--- src/rtl/core/asgr_pkg.sv ---
// types and constants for the ansi sgr terminal parser
package asgr_pkg;

    typedef enum logic [2:0] {
        MODE_NORMAL = 3'b001,
        MODE_ESC    = 3'b010,
        MODE_CSI    = 3'b100
    } t_mode;

    typedef struct packed {
        logic       bold;
        logic [4:0] color;
    } t_attr;

    typedef struct packed {
        t_mode      mode;
        logic       after_cr;
        logic [7:0] param_value;
        logic       param_invalid;
        t_attr      cur;
        t_attr      pend;
    } t_state;

    typedef struct packed {
        logic [1:0] action;
        logic [7:0] char_out;
        logic       bold_on;
        logic [4:0] text_color;
    } t_result;

    localparam logic [1:0] ACT_INSERT       = 2'd0;
    localparam logic [1:0] ACT_CLEAR_INSERT = 2'd1;
    localparam logic [1:0] ACT_DELETE       = 2'd2;

    localparam logic [7:0] BYTE_NUL   = 8'h00;
    localparam logic [7:0] BYTE_BS    = 8'h08;
    localparam logic [7:0] BYTE_LF    = 8'h0A;
    localparam logic [7:0] BYTE_CR    = 8'h0D;
    localparam logic [7:0] BYTE_ESC   = 8'h1B;
    localparam logic [7:0] BYTE_SEMI  = 8'h3B;
    localparam logic [7:0] BYTE_ZERO  = 8'h30;
    localparam logic [7:0] BYTE_NINE  = 8'h39;
    localparam logic [7:0] BYTE_LBRKT = 8'h5B;
    localparam logic [7:0] BYTE_M     = 8'h6D;
    localparam logic [7:0] FINAL_LO   = 8'h40;
    localparam logic [7:0] FINAL_HI   = 8'h7E;

    localparam logic [7:0] SGR_RESET      = 8'd0;
    localparam logic [7:0] SGR_BOLD       = 8'd1;
    localparam logic [7:0] SGR_NORMAL     = 8'd22;
    localparam logic [7:0] SGR_FG_DEFAULT = 8'd39;
    localparam logic [7:0] SGR_FG_LO      = 8'd30;
    localparam logic [7:0] SGR_FG_HI      = 8'd37;
    localparam logic [7:0] SGR_BRIGHT_LO  = 8'd90;
    localparam logic [7:0] SGR_BRIGHT_HI  = 8'd97;
    localparam logic [7:0] PARAM_MAX      = 8'd255;

endpackage

--- src/rtl/core/asgr_step.sv ---
// next-state and result logic for one byte of the terminal stream
module asgr_step (
    input  asgr_pkg::t_state  i_state,
    input  logic [7:0]        i_byte,
    output asgr_pkg::t_state  o_next,
    output logic              o_emit,
    output asgr_pkg::t_result o_result
);
    import asgr_pkg::*;

    function automatic t_attr apply_code(input t_attr pend, input logic [7:0] value,
                                         input logic invalid);
        logic [7:0] code;
        logic [7:0] diff;
        t_attr      res;
        begin
            code = invalid ? SGR_RESET : value;
            res  = pend;
            diff = 8'd0;
            if (code == SGR_RESET) begin
                res.bold  = 1'b0;
                res.color = 5'd0;
            end else if (code == SGR_BOLD) begin
                res.bold = 1'b1;
            end else if (code == SGR_NORMAL) begin
                res.bold = 1'b0;
            end else if (code == SGR_FG_DEFAULT) begin
                res.color = 5'd0;
            end else if (code >= SGR_FG_LO && code <= SGR_FG_HI) begin
                diff      = code - SGR_FG_LO + 8'd1;
                res.color = diff[4:0];
            end else if (code >= SGR_BRIGHT_LO && code <= SGR_BRIGHT_HI) begin
                diff      = code - SGR_BRIGHT_LO + 8'd9;
                res.color = diff[4:0];
            end
            return res;
        end
    endfunction

    t_attr       applied;
    logic [11:0] accum;
    logic        is_final;
    logic        is_digit;

    assign applied  = apply_code(i_state.pend, i_state.param_value, i_state.param_invalid);
    // value * 10 + digit, saturated below
    assign accum    = {1'b0, i_state.param_value, 3'b000} + {3'b000, i_state.param_value, 1'b0}
                      + {4'd0, i_byte - BYTE_ZERO};
    assign is_final = (i_byte >= FINAL_LO) && (i_byte <= FINAL_HI);
    assign is_digit = (i_byte >= BYTE_ZERO) && (i_byte <= BYTE_NINE);

    always_comb begin
        o_next   = i_state;
        o_emit   = 1'b0;
        o_result = '{action: ACT_INSERT, char_out: i_byte,
                     bold_on: i_state.cur.bold, text_color: i_state.cur.color};
        unique case (i_state.mode)
            MODE_ESC: begin
                if (i_byte == BYTE_LBRKT) begin
                    o_next.mode          = MODE_CSI;
                    o_next.param_value   = 8'd0;
                    o_next.param_invalid = 1'b0;
                    o_next.pend          = i_state.cur;
                end else begin
                    o_next.mode = MODE_NORMAL;
                end
                o_next.after_cr = 1'b0;
            end
            MODE_CSI: begin
                if (is_final) begin
                    if (i_byte == BYTE_M) begin
                        o_next.pend = applied;
                        o_next.cur  = applied;
                    end
                    o_next.mode          = MODE_NORMAL;
                    o_next.param_value   = 8'd0;
                    o_next.param_invalid = 1'b0;
                    o_next.after_cr      = 1'b0;
                end else if (i_byte == BYTE_SEMI) begin
                    o_next.pend          = applied;
                    o_next.param_value   = 8'd0;
                    o_next.param_invalid = 1'b0;
                end else if (is_digit) begin
                    o_next.param_value = (accum > 12'(PARAM_MAX)) ? PARAM_MAX : accum[7:0];
                end else begin
                    o_next.param_invalid = 1'b1;
                end
            end
            default: begin
                o_next.mode = MODE_NORMAL;
                if (i_byte == BYTE_ESC) begin
                    o_next.mode     = MODE_ESC;
                    o_next.after_cr = 1'b0;
                end else if (i_byte == BYTE_NUL) begin
                    o_next.after_cr = 1'b0;
                end else if (i_byte == BYTE_CR) begin
                    o_next.after_cr = 1'b1;
                end else if (i_byte == BYTE_BS) begin
                    o_emit   = 1'b1;
                    o_result = '{action: ACT_DELETE, char_out: 8'd0,
                                 bold_on: 1'b0, text_color: 5'd0};
                end else if (i_state.after_cr && i_byte != BYTE_LF) begin
                    o_emit          = 1'b1;
                    o_next.after_cr = 1'b0;
                    o_result.action = ACT_CLEAR_INSERT;
                end else begin
                    // lf keeps a pending carriage return
                    o_emit = 1'b1;
                end
            end
        endcase
    end

endmodule

--- src/rtl/core/ansi_sgr_terminal_parser.sv ---
// top level of the ansi sgr terminal parser
// One terminal byte is taken per clock while o_in_stall is low. Each accepted byte is
// held in an input register, its parser state update and any result are worked out
// from that register, and a result (insert, clear line then insert, or delete) lands
// in an output register where it waits until taken. The state update between the input
// and result registers is combinational, so a byte can enter while a result waits.
// Bytes that only move the escape state (ESC, CSI contents, NUL, CR) give no result.
// A stall on the result side stalls the input only when a byte that gives a result
// meets a full result register.
module ansi_sgr_terminal_parser (
    input  logic       i_clk,
    input  logic       i_rst_n,
    input  logic       i_in_valid,
    output logic       o_in_stall,
    input  logic [7:0] i_byte_in,
    output logic       o_out_valid,
    input  logic       i_out_stall,
    output logic [1:0] o_action,
    output logic [7:0] o_char_out,
    output logic       o_bold_on,
    output logic [4:0] o_text_color
);
    import asgr_pkg::*;

    logic       r_in_valid;
    logic [7:0] r_in_byte;
    t_state     r_state;
    logic       r_out_valid;
    t_result    r_out;

    t_state     n_state;
    logic       step_emit;
    t_result    step_result;
    logic       out_free;
    logic       step_go;
    logic       in_free;

    asgr_step u_step (
        .i_state  (r_state),
        .i_byte   (r_in_byte),
        .o_next   (n_state),
        .o_emit   (step_emit),
        .o_result (step_result)
    );

    assign out_free   = !r_out_valid || !i_out_stall;
    // a byte without a result retires even when the output is blocked
    assign step_go    = r_in_valid && (!step_emit || out_free);
    assign in_free    = !r_in_valid || step_go;
    assign o_in_stall = !in_free;

    always_ff @(posedge i_clk) begin
        if (!i_rst_n) begin
            r_in_valid  <= 1'b0;
            r_out_valid <= 1'b0;
            r_state     <= '{mode: MODE_NORMAL, after_cr: 1'b0, param_value: 8'd0,
                             param_invalid: 1'b0, cur: '0, pend: '0};
        end else begin
            if (in_free) begin
                r_in_valid <= i_in_valid;
            end
            if (step_go) begin
                r_state <= n_state;
            end
            if (step_go && step_emit) begin
                r_out_valid <= 1'b1;
            end else if (out_free) begin
                r_out_valid <= 1'b0;
            end
        end
    end

    always_ff @(posedge i_clk) begin
        if (in_free && i_in_valid) begin
            r_in_byte <= i_byte_in;
        end
        if (step_go && step_emit) begin
            r_out <= step_result;
        end
    end

    assign o_out_valid  = r_out_valid;
    assign o_action     = r_out.action;
    assign o_char_out   = r_out.char_out;
    assign o_bold_on    = r_out.bold_on;
    assign o_text_color = r_out.text_color;

endmodule

--- config.mk ---
export PLATFORM = sky130hd
export DESIGN_NAME = ansi_sgr_terminal_parser
export DESIGN_NICKNAME = d
export VERILOG_FILES = /design/src/rtl/core/asgr_pkg.sv /design/src/rtl/core/asgr_step.sv /design/src/rtl/core/ansi_sgr_terminal_parser.sv
export SDC_FILE = /design/constraint.sdc
export NUM_CORES = 1
export LEC_CHECK = 0
export BUFFER_PORTS_ARGS = -buffer_cell sky130_fd_sc_hd__buf_2
export CAP_MARGIN = 20
export CORE_MARGIN = 5
export CORE_UTILIZATION = 50
export DETAILED_ROUTE_END_ITERATION = 7
export PLACE_DENSITY = 0.71
export SYNTH_ARGS = -nofsm -noshare
export SYNTH_HDL_FRONTEND = slang
export SYNTH_SLANG_ARGS = --single-unit
--- constraint.sdc ---
create_clock -name i_clk -period 3.46 [get_ports i_clk]
set_input_delay 0.692 -clock i_clk [delete_from_list [all_inputs] [get_ports i_clk]]
set_output_delay 0.692 -clock i_clk [all_outputs]
set_load 0.005 [all_outputs]
Word level (Yosys, flattened, before mapping) --
Index checks and enable logic that the tools add are counted.
Storage, ports and cells: word-level logic and storage cells 124, output and inout port bits 18, register bits after elaboration 51, input bits 12
Cells by class: reductions and logical operators 30, add/sub/neg operators 7, muxes and demuxes 43, magnitude comparators 9, eq/ne operators 19
Operator list (number):
- 14-bit two-way mux | 5
- 6-bit two-way mux | 5
- 9-bit two-way mux | 3
- 5-bit two-way mux | 5
- 8-bit two-way mux | 3
- 9-bit case mux with 2 select lines | 1
- 8-bit by 4-bit equality test with 1-bit output, second input constant | 2
- 8-bit by 5-bit equality test with 1-bit output, second input constant | 2
- 8-bit by 6-bit equality test with 1-bit output, second input constant | 2
- 8-bit by 7-bit equality test with 1-bit output, second input constant | 2
- 8-bit by 7-bit >= comparator with 1-bit output, second input constant | 2
- 8-bit by 6-bit less-or-equal comparator with 1-bit output, second input constant | 2
- 8-bit by 7-bit less-or-equal comparator with 1-bit output, second input constant | 2
- 8-bit logical NOT | 2
- 4-bit AND reduction | 4
- 1-bit two-way mux | 15
- 11-bit by 9-bit adder with 12-bit output | 1
- 12-bit by 8-bit adder with 12-bit output | 1
- 12-bit by 8-bit greater-than comparator with 1-bit output, second input constant | 1
- 6-bit case mux with 2 select lines | 1
- 5-bit subtractor, second input constant | 2
- 8-bit by 1-bit equality test with 1-bit output, second input constant | 1
- 8-bit by 5-bit >= comparator with 1-bit output, second input constant | 1
- 8-bit by 6-bit >= comparator with 1-bit output, second input constant | 1
- other kinds (26) | 42

Longest topological paths before layout --
word-level depth 12, mapped depth 11, depth with buffers taken out 11

Cells and area by module --
From an unflattened synthesis, not the netlist that was laid out.
Unflattened totals: cells, all modules 407, area total of the unflattened synthesis 3636.0 um2
Modules (own cells, without submodules):
- ansi_sgr_terminal_parser | seq. area each 1261.2 um2, instances 1, area an instance 1821.7 um2, cells an instance 144
- asgr_step | seq. area each 0.0 um2, instances 1, area an instance 1814.2 um2, cells an instance 263

Worst setup path before layout --
OpenSTA, ideal clock, no wires.
path type flip-flop to flip-flop, from register r_in_byte[4], to register r_state[16] (netlist bit), cell stages (with the launch flop) 12, path buffers 0, library setup time 0.124 ns, data arrival time 2.530 ns, required time 3.336 ns, period minus slack after synthesis 2.654 ns, path slack 0.806 ns, cell sequence edfxtp_1 ha_1 xor2_1 fa_1 inv_1 ha_1 o21a_1 o31a_1 o21a_1 o22a_1 nor3b_1 o2bb2ai_1
On the way: cells in the longest elaborated chain, start to end 9, elaborated cells between the ends (all ways) 29, classes of those cells add/sub: 2; order compare: 5; eq/ne: 6; mux: 9; reduce/logical: 7
RTL lines:
- from (decl) | RTL line ansi_sgr_terminal_parser.sv:26 | logic [7:0] r_in_byte;
- from (signal assigned) | RTL line ansi_sgr_terminal_parser.sv:75 | r_in_byte <= i_byte_in;
- parallel branches: the longest is 9 deep, another holds 12-bit by 8-bit adder with 12-bit output
- to (signal assigned) | RTL line ansi_sgr_terminal_parser.sv:56 | r_state <= '{mode: MODE_NORMAL, after_cr: 1'b0, param_value: 8'd0,
- to (signal assigned) | RTL line ansi_sgr_terminal_parser.sv:63 | r_state <= n_state;
- to (decl) | RTL line ansi_sgr_terminal_parser.sv:27 | t_state r_state;
Several ways; the timed one is not identified. The select of a mux whose other input is x is not followed. A chain may end at the register's enable or synchronous reset.

Worst setup path in the final report --
from register r_in_byte[5], to output o_in_stall
On the way: cells in the longest elaborated chain, start to end 10, elaborated cells between the ends (all ways) 12, classes of those cells eq/ne: 2; mux: 4; reduce/logical: 6
RTL lines:
- 8-bit by 4-bit equality test with 1-bit output | RTL line asgr_step.sv:96 | end else if (i_byte == BYTE_CR) begin
- 1-bit two-way mux | RTL line asgr_step.sv:96
- 1-bit two-way mux | RTL line asgr_step.sv:94 | end else if (i_byte == BYTE_NUL) begin
- 1-bit two-way mux * | RTL line asgr_step.sv:91 | if (i_byte == BYTE_ESC) begin
- 1-bit two-way mux * | RTL line asgr_step.sv:57 | unique case (i_state.mode)
- 1-bit logical NOT * | RTL line ansi_sgr_terminal_parser.sv:48 | assign step_go = r_in_valid && (!step_emit || out_free);
- 1-bit logical OR * | RTL line ansi_sgr_terminal_parser.sv:48
- 1-bit logical AND * | RTL line ansi_sgr_terminal_parser.sv:48
- 1-bit logical OR * | RTL line ansi_sgr_terminal_parser.sv:49 | assign in_free = !r_in_valid || step_go;
- 1-bit logical NOT * | RTL line ansi_sgr_terminal_parser.sv:50 | assign o_in_stall = !in_free;
- to (decl) | RTL line ansi_sgr_terminal_parser.sv:14 | output logic o_in_stall,
Every way passes the cells marked *; elsewhere a longest branch is shown, timed or not.

==> run_results.csv <==
group,metric,value,unit
timing,finalSetupTns,0,ns
logic_synthesis,synth-seq-area-share,0.3922,
placement,gp_congestion,0.8598,
timing,setup_ws,0.2682,ns
logic_synthesis,synth_flop_cell,"dfxtp_1",
worst_setup_path,cp.arrival,2.50,ns
logic_synthesis,synth_area,3216,um^2
timing,setup_viol,0,
floorplanning,core_area,6314,um^2
timing,period_needed,3.192,ns
floorplanning,start_util,0.5093,
floorplanning,rows,29,
logic_synthesis,ys_ff_latch,51,
global_route,grt_pass1_wl,11480,um
outcome,outcome,"complete, no violations",
global_route,grt_pass1_vias,2334,
clock_network,clock_path_buffers,2,
timing,rsz0062_at_grt,"false",
clock_network,holdBufCountCts,0,
global_route,grt.total_usage,0.1674,
worst_setup_path,worstPathRequired,2.77,ns
clock_network,insertion_delay,0.30,ns
logic_synthesis,yosysWarningCount,0,
cells_and_area,final_cell_mix,"29 x buf_2, 28 x nand2_1, 27 x dfxtp_1",
detailed_routing,post_drt_wl_per_cell,15.37,um
detailed_routing,vias_per_cell,5.774,
logic_synthesis,yosys.cell_types.count,74,
timing,final_hold_viol_count,0,
worst_setup_path,worstSetupPathType,"reg -> out",
logic_synthesis,async_reset_ff_frac,0,
timing,fin_crit_sh,0.9225,
detailed_routing,dr.pass1.iters,4,
floorplanning,die_area,8135,um^2
clock_network,cts_root_buf,"clkbuf_8",
placement,port_buffers,29,
clock_network,clk_pin_slew,0.09,ns
power_and_ir_drop,p_leak,1.367,nW
timing,slew_viol_final,0,
detailed_routing,antenna_left,0,
min_path,hp-class,"reg -> reg",
global_route,grt_max_degree,27,
timing,tightestPinTransition,0.6813,ns
worst_setup_path,start_kind,"register",
placement,place_ws,0.5339,ns
clock_network,cts_buffers,5,
timing,max_freq,313.3,MHz
detailed_routing,drcViolationCount,0,
cells_and_area,nets,380,
clock_network,cts_tree,"yes",
floorplanning,dieHeight,90.20,um
clock_network,clkSinkCount,51,
cells_and_area,final_common_cell,"buf_2",
detailed_routing,drt_first_iter_violations,165,
placement,hpwl,4986,um
power_and_ir_drop,power_density,352.1,nW/um^2
global_route,antenna_found_initial,0,
global_route,grt_overflow,0,
worst_setup_path,cp-end-kind,"output port",
timing,relSlewSlack,0.5449,
logic_synthesis,syn_inst,322,
detailed_routing,vias,2431,
clock_network,cts-resized-gates,0,
cells_and_area,n_antenna_cell,0,
cells_and_area,syn_to_final_growth,8.988,%
power_and_ir_drop,ir_worst_vdd,202.4,uV
worst_setup_path,crit_fanout,5,
clock_network,htree_levels,2,
logic_synthesis,avgSynthCellArea,9.986,um^2
flow_run,maxCapViolations,0,
worst_setup_path,r2r_cells,10,
logic_synthesis,synth_nets,359,
floorplanning,io_pins,30,
floorplanning,chipWidth,90.20,um
cells_and_area,drive_above_1_share,0.1744,
min_path,holdPathStages,2,
detailed_routing,routed_wl,6470,um
logic_synthesis,synth-edff-count,24,
timing,fin_worst_skew,0.008592,ns
clock_network,cts_setup_buffers,0,
## layout make-up
type                       instances  area (um^2)
clock buffer                       5        68.82
clock inverter                     3        67.56
fill                             565         2809
inverter                          19        71.32
multi-input combinational        235         1779
sequential                        51         1261
tap                               77        96.34
timing repair buffer              31        160.2
## registers in the layout, indices dropped and copies added, names as in the netlist
name / flops
o_char_out: 8
o_text_color: 5
r_in_valid: 1
o_action: 2
r_in_byte: 8
o_bold_on: 1
o_out_valid: 1
r_state: 25
## where the power goes
group / total [mW] / internal, mW / switching, mW / leakage, nW
Sequential: 0.665 / 0.649 / 0.0167 / 0.443
Combinational: 0.0827 / 0.0368 / 0.0459 / 0.859
Clock: 0.486 / 0.288 / 0.198 / 0.0644
Total: 1.23 / 0.974 / 0.260 / 1.37
## metal layers
metal / GRT usage / vias to the layer above / part of all wire
li1: - / 1228 / -
met1: 0.2230 / 1145 / 0.47
met2: 0.2738 / 52 / 0.47
met3: 0.03923 / 6 / 0.051
met4: 0.04218 / 0 / 0.0076
met5: 0 / - / 0
## synth_stat cells, drive strengths merged (8+ instances only)
cell,number,area [um^2]
nand2,28,105.1
dfxtp,27,540.5
o21ai,18,90.08
nor3,11,66.32
a21oi,14,70.07
clkbuf,15,86.33
ha,19,237.7
o2bb2ai,8,70.07
nor2,15,63.81
edfxtp,24,720.7
inv,19,71.32
and2,8,51.30
## stage by stage
stage	utilization	power (mW)	area, um^2	hold WS (ns)	cells
3_3_place_gp	0.5335	0.7600	3368	0.4746	413
4_1_cts	0.5551	1.243	3505	0.4893	421
6_report	0.5551	1.234	3505	0.4895	421
3_5_place_dp	0.5335	0.7628	3368	0.4760	413
2_1_floorplan	-	0.7355	3216	0.4548	322
5_1_grt	0.5551	1.286	3505	0.5167	421
## cell families (layout without fill, tap and decap cells)
kind of cell    Yosys count  count (layout)  synth area share
compound gates           85              85            0.1930
buf+inv                  36              58           0.05448
simple gates            111             111            0.2078
mux                       5               5           0.01673
xor+xnor                  9               9           0.02451
fa+ha+maj                25              25            0.1113
flops                    51              51            0.3922
## path summary, 6_finish.rpt
check / slack (ns) / startpoint / to
worst max-delay path: 0.27 / r_in_byte[5]$_DFFE_PP_ / o_in_stall
worst min-delay path: 0.49 / r_state[7]$_SDFFE_PN0P_ / r_state[7]$_SDFFE_PN0P_
worst max register to register: 0.52 / r_in_byte[4]$_DFFE_PP_ / r_state[19]$_SDFFE_PN0P_
worst min register to register: 0.49 / r_state[7]$_SDFFE_PN0P_ / r_state[7]$_SDFFE_PN0P_
## critical path, cell delays in order, from the launching register on
cell      delay (ns)
edfxtp_1        0.41
inv_1           0.11
ha_1            0.18
and2b_2         0.20
and3_2          0.26
or3_2           0.55
nor4b_4         0.33
buf_2           0.16
Power figures use the tool's default switching activity.
